$ cat src/hw/rtl/bwp_pkg.sv
// ----------------------------------------------------------------------------
// bwp_pkg
// Shared types and constants of the bilinear warp pixel pipeline.
// ----------------------------------------------------------------------------
package bwp_pkg;

    localparam int CODE_W     = 24;
    localparam int PIX_W      = 8;
    localparam int FRAC_BITS  = 5;
    localparam int WHOLE_BITS = 7;
    localparam int WEIGHT_W   = FRAC_BITS + 1;
    localparam int OFFS_W     = 8;
    localparam int VSUM_W     = PIX_W + FRAC_BITS;
    localparam int BLEND_W    = PIX_W + 2 * FRAC_BITS;
    localparam int DIM_SHIFT  = 15;
    localparam int DIM_LOG    = 5;
    localparam int SCALED_W   = BLEND_W + DIM_LOG;

    localparam logic [WEIGHT_W-1:0] FRAC_ONE   = WEIGHT_W'(32);
    localparam logic [OFFS_W-1:0]   COORD_BIAS = OFFS_W'(63);
    localparam logic [PIX_W-1:0]    PIX_MAX    = PIX_W'(247);

    typedef struct packed {
        logic [OFFS_W-1:0]    offset_x;
        logic [OFFS_W-1:0]    offset_y;
        logic [FRAC_BITS-1:0] frac_x;
        logic [WEIGHT_W-1:0]  wght_x;
        logic [VSUM_W-1:0]    sum_left;
        logic [VSUM_W-1:0]    sum_right;
    } t_vert;

    typedef struct packed {
        logic [OFFS_W-1:0]  offset_x;
        logic [OFFS_W-1:0]  offset_y;
        logic [BLEND_W-1:0] blend;
    } t_horz;

endpackage

$ cat src/hw/rtl/bwp_vert.sv
// ----------------------------------------------------------------------------
// bwp_vert
// First stage: decodes the displacement and blends each column vertically.
// ----------------------------------------------------------------------------
module bwp_vert
    import bwp_pkg::*;
(
    input  logic              i_clk,
    input  logic              i_rst_n,
    input  logic              i_valid,
    output logic              o_ready,
    input  logic [CODE_W-1:0] i_coded_delta,
    input  logic [PIX_W-1:0]  i_pix_tl,
    input  logic [PIX_W-1:0]  i_pix_tr,
    input  logic [PIX_W-1:0]  i_pix_bl,
    input  logic [PIX_W-1:0]  i_pix_br,
    output logic              o_valid,
    input  logic              i_ready,
    output t_vert             o_data
);

    localparam int PROD_W = PIX_W + WEIGHT_W;

    logic                  r_vld;
    t_vert                 r_data;
    t_vert                 n_data;
    logic [FRAC_BITS-1:0]  w_fy;
    logic [WEIGHT_W-1:0]   w_gy;
    logic [PROD_W-1:0]     w_left;
    logic [PROD_W-1:0]     w_right;

    assign o_ready = !r_vld || i_ready;

    always_comb begin
        w_fy    = i_coded_delta[FRAC_BITS-1:0];
        w_gy    = FRAC_ONE - {1'b0, w_fy};
        w_left  = PROD_W'(i_pix_tl) * PROD_W'(w_gy) + PROD_W'(i_pix_bl) * PROD_W'(w_fy);
        w_right = PROD_W'(i_pix_tr) * PROD_W'(w_gy) + PROD_W'(i_pix_br) * PROD_W'(w_fy);

        n_data.frac_x    = i_coded_delta[12 +: FRAC_BITS];
        n_data.wght_x    = FRAC_ONE - {1'b0, i_coded_delta[12 +: FRAC_BITS]};
        n_data.offset_x  = {1'b0, i_coded_delta[12 + FRAC_BITS +: WHOLE_BITS]} - COORD_BIAS;
        n_data.offset_y  = {1'b0, i_coded_delta[FRAC_BITS +: WHOLE_BITS]} - COORD_BIAS;
        n_data.sum_left  = w_left[VSUM_W-1:0];
        n_data.sum_right = w_right[VSUM_W-1:0];
    end

    always_ff @(posedge i_clk) begin
        if (!i_rst_n) begin
            r_vld <= 1'b0;
        end else if (o_ready) begin
            r_vld <= i_valid;
        end
    end

    always_ff @(posedge i_clk) begin
        if (o_ready && i_valid) begin
            r_data <= n_data;
        end
    end

    assign o_valid = r_vld;
    assign o_data  = r_data;

endmodule

$ cat src/hw/rtl/bwp_horz.sv
// ----------------------------------------------------------------------------
// bwp_horz
// Second stage: blends the two column sums horizontally.
// ----------------------------------------------------------------------------
module bwp_horz
    import bwp_pkg::*;
(
    input  logic  i_clk,
    input  logic  i_rst_n,
    input  logic  i_valid,
    output logic  o_ready,
    input  t_vert i_data,
    output logic  o_valid,
    input  logic  i_ready,
    output t_horz o_data
);

    localparam int PROD_W = BLEND_W + 1;

    logic              r_vld;
    t_horz             r_data;
    t_horz             n_data;
    logic [PROD_W-1:0] w_sum;

    assign o_ready = !r_vld || i_ready;

    always_comb begin
        w_sum = PROD_W'(i_data.frac_x) * PROD_W'(i_data.sum_right)
              + PROD_W'(i_data.wght_x) * PROD_W'(i_data.sum_left);
        n_data.offset_x = i_data.offset_x;
        n_data.offset_y = i_data.offset_y;
        n_data.blend    = w_sum[BLEND_W-1:0];
    end

    always_ff @(posedge i_clk) begin
        if (!i_rst_n) begin
            r_vld <= 1'b0;
        end else if (o_ready) begin
            r_vld <= i_valid;
        end
    end

    always_ff @(posedge i_clk) begin
        if (o_ready && i_valid) begin
            r_data <= n_data;
        end
    end

    assign o_valid = r_vld;
    assign o_data  = r_data;

endmodule

$ cat src/hw/rtl/bwp_scale.sv
// ----------------------------------------------------------------------------
// bwp_scale
// Output stage: dims the blend by 31/32768 and holds the result word.
// ----------------------------------------------------------------------------
module bwp_scale
    import bwp_pkg::*;
(
    input  logic               i_clk,
    input  logic               i_rst_n,
    input  logic               i_valid,
    output logic               o_ready,
    input  t_horz              i_data,
    output logic               o_valid,
    input  logic               i_ready,
    output logic [OFFS_W-1:0]  o_offset_x,
    output logic [OFFS_W-1:0]  o_offset_y,
    output logic [PIX_W-1:0]   o_pixel
);

    logic                r_vld;
    logic [OFFS_W-1:0]   r_offset_x;
    logic [OFFS_W-1:0]   r_offset_y;
    logic [PIX_W-1:0]    r_pixel;
    logic [SCALED_W-1:0] w_scaled;

    assign o_ready  = !r_vld || i_ready;
    assign w_scaled = {i_data.blend, DIM_LOG'(0)} - SCALED_W'(i_data.blend);

    always_ff @(posedge i_clk) begin
        if (!i_rst_n) begin
            r_vld <= 1'b0;
        end else if (o_ready) begin
            r_vld <= i_valid;
        end
    end

    always_ff @(posedge i_clk) begin
        if (o_ready && i_valid) begin
            r_offset_x <= i_data.offset_x;
            r_offset_y <= i_data.offset_y;
            r_pixel    <= w_scaled[DIM_SHIFT +: PIX_W];
        end
    end

    assign o_valid    = r_vld;
    assign o_offset_x = r_offset_x;
    assign o_offset_y = r_offset_y;
    assign o_pixel    = r_pixel;

endmodule

$ cat src/hw/rtl/bilinear_warp_pixel.sv
// An accepted input word passes the vert, horz and scale registers in turn to its result word.
// Throughput: one word per cycle, set by three register stages that each
// take a new word whenever the stage after them has room.
// Reset clears the valid bit of every stage; no valid word is held across reset.
// ----------------------------------------------------------------------------
// bilinear_warp_pixel
// Per-pixel warp kernel: unbiased whole offsets and a dimmed bilinear blend.
// ----------------------------------------------------------------------------
module bilinear_warp_pixel
    import bwp_pkg::*;
(
    input  logic        i_clk,
    input  logic        i_rst_n,
    input  logic        s_axis_tvalid,
    output logic        s_axis_tready,
    // coded_delta[23:0], pix_top_left[31:24], pix_top_right[39:32],
    // pix_bottom_left[47:40], pix_bottom_right[55:48]
    input  logic [55:0] s_axis_tdata,
    output logic        m_axis_tvalid,
    input  logic        m_axis_tready,
    // offset_x[7:0], offset_y[15:8], blended_pixel[23:16]
    output logic [23:0] m_axis_tdata
);

    logic              w_v1;
    logic              w_v2;
    logic              w_r2;
    logic              w_r3;
    t_vert             w_d1;
    t_horz             w_d2;
    logic [OFFS_W-1:0] w_ox;
    logic [OFFS_W-1:0] w_oy;
    logic [PIX_W-1:0]  w_pix;

    bwp_vert u_vert (
        .i_clk         (i_clk),
        .i_rst_n       (i_rst_n),
        .i_valid       (s_axis_tvalid),
        .o_ready       (s_axis_tready),
        .i_coded_delta (s_axis_tdata[23:0]),
        .i_pix_tl      (s_axis_tdata[31:24]),
        .i_pix_tr      (s_axis_tdata[39:32]),
        .i_pix_bl      (s_axis_tdata[47:40]),
        .i_pix_br      (s_axis_tdata[55:48]),
        .o_valid       (w_v1),
        .i_ready       (w_r2),
        .o_data        (w_d1)
    );

    bwp_horz u_horz (
        .i_clk   (i_clk),
        .i_rst_n (i_rst_n),
        .i_valid (w_v1),
        .o_ready (w_r2),
        .i_data  (w_d1),
        .o_valid (w_v2),
        .i_ready (w_r3),
        .o_data  (w_d2)
    );

    bwp_scale u_scale (
        .i_clk      (i_clk),
        .i_rst_n    (i_rst_n),
        .i_valid    (w_v2),
        .o_ready    (w_r3),
        .i_data     (w_d2),
        .o_valid    (m_axis_tvalid),
        .i_ready    (m_axis_tready),
        .o_offset_x (w_ox),
        .o_offset_y (w_oy),
        .o_pixel    (w_pix)
    );

    assign m_axis_tdata = {w_pix, w_oy, w_ox};

`ifndef ASSERT_OFF
    // A full pipeline facing a stalled consumer must refuse new words.
    a_full_stall: assert property (@(posedge i_clk) disable iff (!i_rst_n)
        (w_v1 && w_v2 && m_axis_tvalid && !m_axis_tready) |-> !s_axis_tready)
        else $error("input accepted while the pipeline is full and stalled");

    a_pix_max: assert property (@(posedge i_clk) disable iff (!i_rst_n)
        m_axis_tvalid |-> (w_pix <= PIX_MAX))
        else $error("blended pixel above its ceiling");

    a_offs_range: assert property (@(posedge i_clk) disable iff (!i_rst_n)
        m_axis_tvalid |-> ($signed(w_ox) >= -8'sd63 && $signed(w_ox) <= 8'sd64
                           && $signed(w_oy) >= -8'sd63 && $signed(w_oy) <= 8'sd64))
        else $error("offset out of range");

    // The column sums feed a product that must stay within the blend width.
    a_vsum_range: assert property (@(posedge i_clk) disable iff (!i_rst_n)
        w_v1 |-> (w_d1.sum_left <= VSUM_W'(8160) && w_d1.sum_right <= VSUM_W'(8160)))
        else $error("column sum out of range");
`endif

endmodule
$ cat config.mk
export PLATFORM = sky130hd
export DESIGN_NAME = bilinear_warp_pixel
export DESIGN_NICKNAME = d
export VERILOG_FILES = /design/src/hw/rtl/bwp_pkg.sv /design/src/hw/rtl/bwp_vert.sv /design/src/hw/rtl/bwp_horz.sv /design/src/hw/rtl/bwp_scale.sv /design/src/hw/rtl/bilinear_warp_pixel.sv
export SDC_FILE = /design/constraint.sdc
export NUM_CORES = 1
export LEC_CHECK = 0
export BUFFER_PORTS_ARGS = -buffer_cell sky130_fd_sc_hd__buf_2
export CAP_MARGIN = 20
export CORE_AREA = 4 4 193 157
export CTS_BUF_LIST = sky130_fd_sc_hd__clkbuf_8
export DETAILED_ROUTE_END_ITERATION = 16
export DIE_AREA = 0 0 197 161
export PLACE_DENSITY = 0.8
export SLEW_MARGIN = 20
export SYNTH_ARGS = -nofsm -noshare
export SYNTH_HDL_FRONTEND = slang
export SYNTH_SLANG_ARGS = --single-unit
$ cat constraint.sdc
create_clock -name i_clk -period 6.35 [get_ports i_clk]
set_input_delay 0.635 -clock i_clk [delete_from_list [all_inputs] [get_ports i_clk]]
set_output_delay 0.635 -clock i_clk [all_outputs]
set_load 0.01 [all_outputs]
==> flow_summary.json <==
{
  "hold_viol": 0,
  "critPathCaptureType": "flip-flop",
  "post-cts-setup-buffer-count": 0,
  "die_w_microns": 197,
  "fin_crit_ns": 5.641,
  "netlist_top_cells_area": "fa_1 32%, edfxtp_1 24%, ha_1 11%, inv_1 8.5%, and2_1 7.4%",
  "crit_type": "reg2reg",
  "crit_fanout": 26,
  "areaGrowthSynthToFinish_pct": 9.552,
  "report.final.slew_viol_count": 0,
  "grt_pass1_wl_microns": 46400,
  "finalSetupTns_ns": 0,
  "period_share_pct": 88.83,
  "rsz0062_at_grt": "false",
  "synth_cells": 1360,
  "grt_pass1_vias": 9897,
  "core_sq_um": 28210,
  "seq_area_frac_synth_pct": 24.04,
  "antenna_cells": 0,
  "clockBufferDepth": 2,
  "cp-start-kind": "flip-flop",
  "synth_largest_area_cell": "fa_1",
  "relSlewSlack_pct": 43.77,
  "worst_pin_slew_ns": 0.8435,
  "cts_tree": "built",
  "cts.root.buffer_cell": "clkbuf_8",
  "cts_sinks": 113,
  "hpwl_microns": 22710,
  "numCtsBuffers": 17,
  "via_count": 9218,
  "skew_ns": 0.008927,
  "yosysWarnings": 0,
  "synth_top_flop_cell": "edfxtp_1",
  "ant_nets": 0,
  "overflow": 0,
  "async_flop_share_pct": 0,
  "first_iter_violations": 451,
  "setup_viol": 0,
  "clock_latency_ns": 0.45,
  "finalWirelength_microns": 26990,
  "antenna_found_initial": 0,
  "clk_pin_slew_ns": 0.07,
  "required_ns": 6.61,
  "start_util_pct": 49.58,
  "io-pin-count": 86,
  "die_y_microns": 161,
  "place.gp.congestion": 0.8904,
  "cp_data_arrival_time_ns": 5.90,
  "synth_seq_cells": 113,
  "hold_buffers": 0,
  "synth-edff-count": 110,
  "ys_types": 48,
  "dr.pass1.iters": 5,
  "port_buffers": 85,
  "rows": 55,
  "avgSynthCellArea_sq_um": 10.29,
  "drc": 0,
  "num-nets-final": 1862,
  "grt_max_degree": 53,
  "viasPerCell": 5.034,
  "synth_nets": 1774,
  "grt_use_total_pct": 17.94,
  "timing.fmax_mhz": 177.3,
  "hp-class": "in2reg",
  "drive_gt1_share_pct": 10.13,
  "dieArea_sq_um": 31720,
  "synth.top_cell.area_share_pct": 32.48,
  "synth.cell_area_sq_um": 13990,
  "status": "finished, final reports clean",
  "htree_levels": 4,
  "cap_violations": 0,
  "routedWlPerCell_microns": 14.74,
  "cts_resized": 0
}
## metal layers
metal	global-route usage [%]	routed length, microns
met1	23.93	11630
met5	0	0
met3	3.233	1415
met4	5.325	666
met2	30.25	13280
## cell type report
cell class | count | area, sq um
Fill cell | 2405 | 12890
Multi-Input combinational cell | 905 | 9376
Sequential cell | 113 | 3363
Inverter | 316 | 1186
Timing Repair Buffer | 95 | 520.5
Tap cell | 370 | 462.9
Clock buffer | 17 | 234.0
Clock inverter | 15 | 182.7
## logic make-up (layout without fill, tap and decap cells)
kind of cell	Yosys count	after routing	synth area share, %
flip-flops	113	113	24.04
adder cells (fa/ha/maj)	354	354	43.84
XOR/XNOR	67	67	4.195
buffers and inverters	342	443	9.176
AND/OR/NAND/NOR	405	405	14.72
AO/OA/AOI/OAI	79	79	4.025
## cells in the mapped netlist (3+ instances only)
cell / count
o21ai_0: 13
nor2_1: 21
a21o_1: 7
or2_2: 3
and2_1: 165
edfxtp_1: 110
nand3_1: 8
dfxtp_1: 3
a2111o_1: 3
a211oi_1: 3
or3_1: 3
o21a_1: 4
xor2_1: 16
nand2_1: 169
nor3_1: 13
a21oi_1: 18
o211ai_1: 3
clkbuf_1: 26
nor2b_1: 6
ha_1: 127
nand2b_1: 7
a21oi_2: 5
fa_1: 227
nor3_2: 3
inv_1: 316
xnor2_1: 51
## through the flow
stage	setup slack [ns]	hold slack, ns	util (%)	area (sq um)	instances
2_1_floorplan	0.1090	0.4003	-	13990	1360
6_report	0.7093	0.3996	54.32	15330	1831
4_1_cts	0.7558	0.3664	54.20	15290	1830
3_5_place_dp	0.2805	0.4045	52.73	14880	1798
5_1_grt	0.3599	0.3808	54.32	15330	1831
3_3_place_gp	0.3817	0.4008	52.73	14880	1798
## cell usage in the layout (no fill, tap or decap), types with 17 or more instances in the layout
cell	instances
clkbuf_8	17
fa_1	227
nor2_1	21
ha_1	127
a21oi_1	18
edfxtp_1	110
and2_1	165
nand2_1	169
buf_2	85
xnor2_1	51
inv_1	316
## sequential cells by signal, indices dropped and copies added, names as in the netlist
register            cells
u_scale.o_offset_y      8
u_horz.o_valid          1
u_scale.o_valid         1
u_vert.o_data          52
u_horz.o_data          34
u_scale.o_offset_x      8
u_scale.o_pixel         8
u_vert.o_valid          1
## worst max-delay path, stage by stage (launching register included)
cell and delay (ns):
edfxtp_1 0.90, nand2_1 0.20, fa_1 0.57, inv_1 0.06, fa_1 0.56, fa_1 0.44, fa_1 0.50, inv_1 0.05
fa_1 0.47, inv_1 0.05, ha_1 0.33, o21a_1 0.18, o21ai_0 0.25, a21oi_1 0.11, o221ai_1 0.28, a211oi_1 0.17
o311ai_1 0.32
## path summary, 6_finish.rpt
path	start	endpoint	slack, ns	cells past startpoint
worst max-delay path	u_vert.o_data[26]$_DFFE_PP_	u_horz.o_data[16]$_DFFE_PP_	0.71	16
worst min-delay path	s_axis_tdata[12]	u_vert.o_data[26]$_DFFE_PP_	0.40	1
worst max register to register	u_vert.o_data[26]$_DFFE_PP_	u_horz.o_data[16]$_DFFE_PP_	0.71	16
worst min register to register	u_vert.o_data[48]$_DFFE_PP_	u_horz.o_data[29]$_DFFE_PP_	0.42	0
Power is not shown: default switching activity piles up to over one toggle a cycle in this logic, so the estimate is an artifact.
